<file path="config.mk">
export PLATFORM = sky130hd
export DESIGN_NAME = rrts_ctrl
export DESIGN_NICKNAME = d
export VERILOG_FILES = /design/src/hw/rtl/rrts_pkg.sv /design/src/hw/rtl/rrts_ctrl.sv
export SDC_FILE = /design/constraint.sdc
export NUM_CORES = 1
export LEC_CHECK = 0
export ABC_AREA = 1
export BUFFER_PORTS_ARGS = -buffer_cell sky130_fd_sc_hd__buf_2
export CAP_MARGIN = 0
export CORE_ASPECT_RATIO = 1.1
export CORE_UTILIZATION = 35
export CTS_CLUSTER_SIZE = 14
export DETAILED_ROUTE_END_ITERATION = 8
export PLACE_DENSITY = 0.56
export RECOVER_POWER = 100
export SYNTH_ARGS = -nofsm -noshare
export SYNTH_HDL_FRONTEND = slang
export SYNTH_SLANG_ARGS = --single-unit
</file>
<file path="constraint.sdc">
create_clock -name clk -period 3.75 [get_ports clk]
set_input_delay 0.75 -clock clk [delete_from_list [all_inputs] [get_ports clk]]
set_output_delay 0.75 -clock clk [all_outputs]
set_load 0.1 [all_outputs]
</file>
<file path="src/hw/rtl/rrts_pkg.sv">
// ----------------------------------------------------------------------------
// rrts_pkg: shared types for the round-robin task scheduler
// Command codes, slot status codes, the task table entry and the small
// structs that pass between the controller, the table and the top level.
// ----------------------------------------------------------------------------
package rrts_pkg;

  typedef enum logic [3:0] {
    CMD_TICK       = 4'd0,
    CMD_ALLOC      = 4'd1,
    CMD_PAUSE_TID  = 4'd2,
    CMD_RESUME_TID = 4'd3,
    CMD_TERM_TID   = 4'd4,
    CMD_PAUSE_PID  = 4'd5,
    CMD_RESUME_PID = 4'd6,
    CMD_TERM_PID   = 4'd7,
    CMD_SET_SLEEP  = 4'd8
  } cmd_t;

  typedef enum logic [1:0] {
    ST_FREE = 2'd0,
    ST_RUN  = 2'd1,
    ST_SUSP = 2'd2
  } status_t;

  typedef enum logic [1:0] {
    S_CLEAR,
    S_IDLE,
    S_SCAN,
    S_RESP
  } state_t;

  // One task table entry
  typedef struct packed {
    logic [15:0] pid;
    logic [31:0] run_count;
    logic [31:0] sleep;
    status_t     status;
  } entry_t;

  // Table port strobes
  typedef struct packed {
    logic wr_en;
    logic rd_en;
  } mem_ctl_t;

  // Result item as handed to the output register
  typedef struct packed {
    logic [15:0] cur_pid;
    logic [5:0]  cur_slot;
    logic [5:0]  hit_slot;
    logic        success;
  } res_t;

endpackage

</file>
<file path="src/hw/rtl/rrts_ctrl.sv">
// ----------------------------------------------------------------------------
// rrts_ctrl: command sequencer
// Clears the table after reset, then walks table entries one per cycle with
// a read / modify / write-back pipeline for each command.
// ----------------------------------------------------------------------------
module rrts_ctrl #(
  parameter int NUM_TASKS = 64,
  localparam int IDX_W    = $clog2(NUM_TASKS),
  localparam int CNT_W    = $clog2(NUM_TASKS + 1)
) (
  input  logic                clk,
  input  logic                rst_n,
  input  logic                in_valid,
  output logic                in_ready,
  input  logic [3:0]          in_cmd,
  input  logic [5:0]          in_slot,
  input  logic [15:0]         in_pid,
  input  logic [31:0]         in_sleep,
  output logic                res_valid,
  input  logic                res_ready,
  output rrts_pkg::res_t      res,
  output rrts_pkg::mem_ctl_t  mem_ctl,
  output logic [IDX_W-1:0]    mem_waddr,
  output rrts_pkg::entry_t    mem_wdata,
  output logic [IDX_W-1:0]    mem_raddr,
  input  rrts_pkg::entry_t    mem_rdata
);

  localparam logic [IDX_W-1:0] LAST_IDX = IDX_W'(NUM_TASKS - 1);

  rrts_pkg::state_t  state_r, state_nxt;
  rrts_pkg::cmd_t    cmd_r, cmd_nxt;
  logic [15:0]       pid_r, pid_nxt;
  logic [31:0]       sleep_r, sleep_nxt;
  logic [IDX_W-1:0]  cur_r, cur_nxt;
  logic [15:0]       cur_pid_r, cur_pid_nxt;
  logic [IDX_W-1:0]  addr_r, addr_nxt;
  logic [CNT_W-1:0]  left_r, left_nxt;
  logic              first_r, first_nxt;
  logic              pv_r, pv_nxt;
  logic [IDX_W-1:0]  p_addr_r, p_addr_nxt;
  logic              p_first_r, p_first_nxt;
  logic              p_last_r, p_last_nxt;
  logic [IDX_W-1:0]  hit_r, hit_nxt;
  logic              hit_vld_r, hit_vld_nxt;
  logic [IDX_W-1:0]  clr_r, clr_nxt;

  rrts_pkg::cmd_t    in_cmd_e;
  logic              tid_ok;
  rrts_pkg::entry_t  upd;
  logic              upd_wr;
  logic              upd_hit;
  logic              stop;

  assign in_cmd_e = rrts_pkg::cmd_t'(in_cmd);
  assign tid_ok   = 32'(in_slot) < 32'(NUM_TASKS);

  // Per-entry rule of the current command on the entry just read
  always_comb begin
    upd     = mem_rdata;
    upd_wr  = 1'b0;
    upd_hit = 1'b0;
    case (cmd_r) inside
      rrts_pkg::CMD_TICK: begin
        if (mem_rdata.status == rrts_pkg::ST_RUN) begin
          if (p_first_r) begin
            // age the current task
            upd_wr = 1'b1;
            if (mem_rdata.sleep != 32'd0) begin
              upd.sleep = mem_rdata.sleep - 32'd1;
            end else begin
              upd.run_count = mem_rdata.run_count + 32'd1;
            end
          end else if (mem_rdata.sleep != 32'd0) begin
            upd_wr    = 1'b1;
            upd.sleep = mem_rdata.sleep - 32'd1;
          end else begin
            upd_hit = 1'b1;
          end
        end
      end
      rrts_pkg::CMD_ALLOC: begin
        if (mem_rdata.status != rrts_pkg::ST_RUN && mem_rdata.status != rrts_pkg::ST_SUSP) begin
          upd_wr        = 1'b1;
          upd_hit       = 1'b1;
          upd.status    = rrts_pkg::ST_SUSP;
          upd.sleep     = '0;
          upd.run_count = '0;
          upd.pid       = pid_r;
        end
      end
      rrts_pkg::CMD_PAUSE_TID, rrts_pkg::CMD_PAUSE_PID: begin
        if (mem_rdata.status == rrts_pkg::ST_RUN &&
            (cmd_r == rrts_pkg::CMD_PAUSE_TID || mem_rdata.pid == pid_r)) begin
          upd_wr     = 1'b1;
          upd_hit    = 1'b1;
          upd.status = rrts_pkg::ST_SUSP;
        end
      end
      rrts_pkg::CMD_RESUME_TID, rrts_pkg::CMD_RESUME_PID: begin
        if (mem_rdata.status == rrts_pkg::ST_SUSP &&
            (cmd_r == rrts_pkg::CMD_RESUME_TID || mem_rdata.pid == pid_r)) begin
          upd_wr     = 1'b1;
          upd_hit    = 1'b1;
          upd.status = rrts_pkg::ST_RUN;
        end
      end
      rrts_pkg::CMD_TERM_TID, rrts_pkg::CMD_TERM_PID: begin
        if (mem_rdata.status == rrts_pkg::ST_RUN &&
            (cmd_r == rrts_pkg::CMD_TERM_TID || mem_rdata.pid == pid_r)) begin
          upd_wr     = 1'b1;
          upd_hit    = 1'b1;
          upd.status = rrts_pkg::ST_FREE;
        end
      end
      rrts_pkg::CMD_SET_SLEEP: begin
        upd_wr    = 1'b1;
        upd_hit   = 1'b1;
        upd.sleep = sleep_r;
      end
      default: begin
      end
    endcase
  end

  assign stop = pv_r && (upd_hit || p_last_r);

  always_comb begin
    state_nxt   = state_r;
    cmd_nxt     = cmd_r;
    pid_nxt     = pid_r;
    sleep_nxt   = sleep_r;
    cur_nxt     = cur_r;
    cur_pid_nxt = cur_pid_r;
    addr_nxt    = addr_r;
    left_nxt    = left_r;
    first_nxt   = first_r;
    pv_nxt      = pv_r;
    p_addr_nxt  = p_addr_r;
    p_first_nxt = p_first_r;
    p_last_nxt  = p_last_r;
    hit_nxt     = hit_r;
    hit_vld_nxt = hit_vld_r;
    clr_nxt     = clr_r;
    mem_ctl     = '0;
    mem_waddr   = p_addr_r;
    mem_wdata   = upd;
    mem_raddr   = addr_r;
    in_ready    = 1'b0;
    res_valid   = 1'b0;

    unique case (state_r)
      rrts_pkg::S_CLEAR: begin
        mem_ctl.wr_en    = 1'b1;
        mem_waddr        = clr_r;
        mem_wdata        = '0;
        mem_wdata.status = (clr_r == '0) ? rrts_pkg::ST_RUN : rrts_pkg::ST_FREE;
        if (clr_r == LAST_IDX) begin
          state_nxt = rrts_pkg::S_IDLE;
        end else begin
          clr_nxt = clr_r + IDX_W'(1);
        end
      end
      rrts_pkg::S_IDLE: begin
        in_ready = 1'b1;
        if (in_valid) begin
          cmd_nxt     = in_cmd_e;
          pid_nxt     = in_pid;
          sleep_nxt   = in_sleep;
          hit_nxt     = '0;
          hit_vld_nxt = 1'b0;
          first_nxt   = 1'b1;
          pv_nxt      = 1'b0;
          case (in_cmd_e) inside
            rrts_pkg::CMD_TICK: begin
              addr_nxt  = cur_r;
              left_nxt  = CNT_W'(NUM_TASKS);
              state_nxt = rrts_pkg::S_SCAN;
            end
            rrts_pkg::CMD_ALLOC, rrts_pkg::CMD_PAUSE_PID, rrts_pkg::CMD_RESUME_PID,
            rrts_pkg::CMD_TERM_PID: begin
              addr_nxt  = '0;
              left_nxt  = CNT_W'(NUM_TASKS);
              state_nxt = rrts_pkg::S_SCAN;
            end
            rrts_pkg::CMD_PAUSE_TID, rrts_pkg::CMD_RESUME_TID, rrts_pkg::CMD_TERM_TID,
            rrts_pkg::CMD_SET_SLEEP: begin
              if (tid_ok) begin
                addr_nxt  = IDX_W'(in_slot);
                left_nxt  = CNT_W'(1);
                state_nxt = rrts_pkg::S_SCAN;
              end else begin
                state_nxt = rrts_pkg::S_RESP;
              end
            end
            default: begin
              state_nxt = rrts_pkg::S_RESP;
            end
          endcase
        end
      end
      rrts_pkg::S_SCAN: begin
        if (pv_r && upd_wr) begin
          mem_ctl.wr_en = 1'b1;
          if (p_addr_r == cur_r) begin
            cur_pid_nxt = upd.pid;
          end
        end
        if (pv_r && upd_hit) begin
          hit_vld_nxt = 1'b1;
          hit_nxt     = p_addr_r;
          if (cmd_r == rrts_pkg::CMD_TICK) begin
            cur_nxt     = p_addr_r;
            cur_pid_nxt = mem_rdata.pid;
          end
        end
        if (stop) begin
          pv_nxt    = 1'b0;
          state_nxt = rrts_pkg::S_RESP;
        end else if (left_r != '0) begin
          mem_ctl.rd_en = 1'b1;
          pv_nxt        = 1'b1;
          p_addr_nxt    = addr_r;
          p_first_nxt   = first_r;
          p_last_nxt    = (left_r == CNT_W'(1));
          first_nxt     = 1'b0;
          left_nxt      = left_r - CNT_W'(1);
          addr_nxt      = (addr_r == LAST_IDX) ? '0 : addr_r + IDX_W'(1);
        end else begin
          pv_nxt = 1'b0;
        end
      end
      rrts_pkg::S_RESP: begin
        res_valid = 1'b1;
        if (res_ready) begin
          state_nxt = rrts_pkg::S_IDLE;
        end
      end
      default: begin
        state_nxt = rrts_pkg::S_CLEAR;
      end
    endcase
  end

  assign res.success  = hit_vld_r;
  assign res.hit_slot = hit_vld_r ? 6'(hit_r) : 6'd0;
  assign res.cur_slot = 6'(cur_r);
  assign res.cur_pid  = cur_pid_r;

  always_ff @(posedge clk) begin
    if (!rst_n) begin
      state_r   <= rrts_pkg::S_CLEAR;
      clr_r     <= '0;
      cur_r     <= '0;
      cur_pid_r <= '0;
      pv_r      <= 1'b0;
      left_r    <= '0;
      first_r   <= 1'b0;
      hit_vld_r <= 1'b0;
    end else begin
      state_r   <= state_nxt;
      clr_r     <= clr_nxt;
      cur_r     <= cur_nxt;
      cur_pid_r <= cur_pid_nxt;
      pv_r      <= pv_nxt;
      left_r    <= left_nxt;
      first_r   <= first_nxt;
      hit_vld_r <= hit_vld_nxt;
    end
  end

  always_ff @(posedge clk) begin
    cmd_r     <= cmd_nxt;
    pid_r     <= pid_nxt;
    sleep_r   <= sleep_nxt;
    addr_r    <= addr_nxt;
    p_addr_r  <= p_addr_nxt;
    p_first_r <= p_first_nxt;
    p_last_r  <= p_last_nxt;
    hit_r     <= hit_nxt;
  end

  a_no_same_entry_rw: assert property (@(posedge clk) disable iff (!rst_n)
    (mem_ctl.wr_en && mem_ctl.rd_en) |-> (mem_waddr != mem_raddr))
    else $error("table read and write hit the same entry in one cycle");

  a_cur_in_range: assert property (@(posedge clk) disable iff (!rst_n)
    cur_r <= LAST_IDX)
    else $error("current slot beyond table depth");

  a_pipe_only_in_scan: assert property (@(posedge clk) disable iff (!rst_n)
    pv_r |-> (state_r == rrts_pkg::S_SCAN))
    else $error("read pipeline live outside a scan");

  a_resp_returns_idle: assert property (@(posedge clk) disable iff (!rst_n)
    (res_valid && res_ready) |=> (state_r == rrts_pkg::S_IDLE))
    else $error("controller did not return to idle after a result");

endmodule

</file>
==> impl_metrics.env <==
export IMPL_synth_edf_count=72
export IMPL_htreeDepth=3
export IMPL_synth_area_leader_cell="edfxtp_1"
export IMPL_fin_hold_ws_ns=0.4715
export IMPL_met1_usage=0.3217
export IMPL_clock_fmax_mhz=275.6
export IMPL_synthCells=1485
export IMPL_dp_cells=2088
export IMPL_critPathLaunchType="input pin"
export IMPL_cts_tree="yes"
export IMPL_ir_drop_v=0.0003359
export IMPL_worstPathMaxFanout=9
export IMPL_ys_flop_type="edfxtp_1"
export IMPL_finalMaxSlewViolations=0
export IMPL_arrival_ns=2.88
export IMPL_grt_busiest_layer="met2"
export IMPL_cts_root_buf="clkbuf_16"
export IMPL_grt_antenna_before_repair=3
export IMPL_p_per_area_mw_per_mm2=552.6
export IMPL_tns_ns=0
export IMPL_use_met2=0.4112
export IMPL_syn_area_sq_mm=0.009479
export IMPL_hold_class="register to register"
export IMPL_ys_top_cells_by_area="edfxtp_1 (23%), nand2_1 (14%), dfxtp_1 (8.4%)"
export IMPL_drc_errors=0
export IMPL_syn_nets=1643
export IMPL_fin_crit_ns=3.629
export IMPL_portBuffers=270
export IMPL_area_delta_synth_final_pct=40.35
export IMPL_fp_row_count=62
export IMPL_ys_types=52
export IMPL_period_share=0.9677
export IMPL_wire_per_inst_microns=15.97
export IMPL_finalWorstSetupSlack_ns=0.1210
export IMPL_cts_made_buffers=9
export IMPL_synth_top_area_share=0.2281
export IMPL_vias=10750
export IMPL_cp_cell_sequence="buf_2 > inv_1 > ha_1 > nand3_1 > nor2_2 > nand3_4 > nor2_8 > nand2_4 > nor2_8 > nand2_1 > nor2_2 > a21oi_1 > a211oi_4 > buf_12"
export IMPL_leakagePower_nw=5.874
export IMPL_max_slew_margin=0.01331
export IMPL_worstPathRequired_ns=3.00
export IMPL_grt_overflow_total=0
export IMPL_synth_most_common_cell="nand2_1"
export IMPL_io_pins=271
export IMPL_pre_cts_ws_ns=0.05760
export IMPL_cap_violations=0
export IMPL_clk_latency_ns=0.38
export IMPL_grt_pass1_vias=10020
export IMPL_nNetsFinal=1911
export IMPL_grt_pass1_wl_mm=53.99
export IMPL_detail_route_wirelength_mm=33.77
export IMPL_crit_type="input pin to primary output"
export IMPL_ys_warn_count=0
export IMPL_critical_path_slowest_cell="a211oi_4"
export IMPL_cts_num_sinks=112
export IMPL_tightestPinTransition_ns=1.480
export IMPL_syn_avg_cell_area_sq_um=6.383
export IMPL_finalSetupViolCount=0
export IMPL_end_kind="primary output"
export IMPL_finClkSkew_ns=0.01509
export IMPL_nFillCells=2667
export IMPL_post_route_cells_drive_above_1_share=0.2457
export IMPL_fin_cells=2114
export IMPL_synth_common_cells="nand2_1 (366), inv_1 (208), nor2_1 (175)"
export IMPL_multi_input_area_sq_mm=0.005893
export IMPL_fp_coreArea_sq_mm=0.02638
export IMPL_drtIter0Drc=819
export IMPL_rsz0062_at_grt="yes"
export IMPL_status="finished, final reports clean"
export IMPL_regArea_sq_mm=0.002963
export IMPL_cts_clk_slew_worst_paths_ns=0.09
export IMPL_antenna_left=0
export IMPL_dieWidth_microns=158.9
export IMPL_grt_start_max_net_pins=54
export IMPL_ys_ff_latch=112
export IMPL_max_stage_delay_ns=0.28
export IMPL_start_util=0.3594
export IMPL_ys_seq_area_frac=0.3126
export IMPL_grtUsageTotal=0.2427
export IMPL_cts_max_path_buffers=2
export IMPL_use_met3=0.03750
export IMPL_first_pass_iters=5
export IMPL_routabilityCongestion=0.9124
export IMPL_finalPower_mw=7.351
export IMPL_die_area_sq_mm=0.02775
export IMPL_die_h_microns=174.6
export IMPL_dp_hpwl_mm=25.38
export IMPL_hold_viol=0
export IMPL_viasPerCell=5.086
export IMPL_synth_async_sr_flop_share=0
-- cell type report --
type | count | area share
well taps | 352 | 0.03310
multi-input cells | 1089 | 0.4430
flip-flops and latches | 112 | 0.2227
diodes | 4 | 0.0007524
inverters | 218 | 0.06169
clock inverters | 6 | 0.005455
clock buffers | 10 | 0.01881
repair buffers | 323 | 0.2145
-- sequential cells by signal, indices dropped and copies added (netlist names) --
signal,count
clr_r,6
cmd_r,4
cur_pid_r,16
cur_r,6
first_r,1
hit_r,6
hit_vld_r,1
left_r,7
mem_raddr,6
p_addr_r,6
p_first_r,1
p_last_r,1
pid_r,16
pv_r,1
sleep_r,32
state_r,2
-- logic make-up after synthesis --
kind of cell | count (synthesis) | synth area share
compound gates | 317 | 0.1859
xor+xnor | 18 | 0.01663
fa+ha+maj | 14 | 0.01848
buf+inv | 284 | 0.1162
flops | 112 | 0.3126
simple gates | 740 | 0.3503
-- report_power, final --
group / internal, mW / total [mW] / switching [mW]
sequential: 1.49 / 1.59 / 0.0979
combinational: 1.30 / 4.67 / 3.38
clock: 0.522 / 1.09 / 0.565
-- stage by stage --
stage	area, sq um	util
global route	13300	0.5042
finish	13300	0.5044
CTS	13230	0.5015
detailed placement	12900	0.4893
global placement	12900	0.4893
floorplan	9866	-
-- critical path, delay by kind of cell --
family	cells	cell delay [ns]
AOI/OAI and AO/OA	2	0.36
buffers and inverters	3	0.43
and+or+nand+nor	8	1.14
adders and majority gates	1	0.18
-- worst paths after layout --
| kind | from | to | slack [ns] | cells after the start |
|---|---|---|---|---|
| min | first_r$_SDFFE_PN0P_ | p_first_r$_DFFE_PP_ | 0.47 | 0 |
| max | mem_rdata[3] | mem_wdata[61] | 0.12 | 14 |
| min reg2reg | first_r$_SDFFE_PN0P_ | p_first_r$_DFFE_PP_ | 0.47 | 0 |
| max reg2reg | state_r[0]$_SDFFE_PN0P_ | cur_r[0]$_SDFFE_PN0P_ | 0.66 | 6 |
-- per-layer routing --
layer	up-vias	routed length (microns)
met3	34	1956
met1	4944	15290
li1	5407	-
met5	-	0
met4	0	553
met2	367	15970
-- cells in the final DEF, fill, tap and decap left out, types with 11 or more instances in the layout --
cell type  instances
dfxtp_1           40
edfxtp_1          72
nand2_1          366
a21oi_1           86
ha_1              14
o21ai_1           11
o31ai_1           12
nor3_1            24
buf_4             49
nor2_4            11
clkbuf_1          45
buf_12            78
o21a_1            18
a21oi_2           35
nor2_1           151
xor2_1            16
inv_1            209
nor2_2            30
o21ai_0          113
buf_2            150
nand3_1           78
nand4_1           32
-- repair_timing --
action / CTS / global route
setup buffers: 0 / 6
resized for setup: 0 / 27
hold buffers: 0 / 0
endpoints found under the setup margin: 0 / 16
Note: power is estimated with default switching activity, not from simulation.
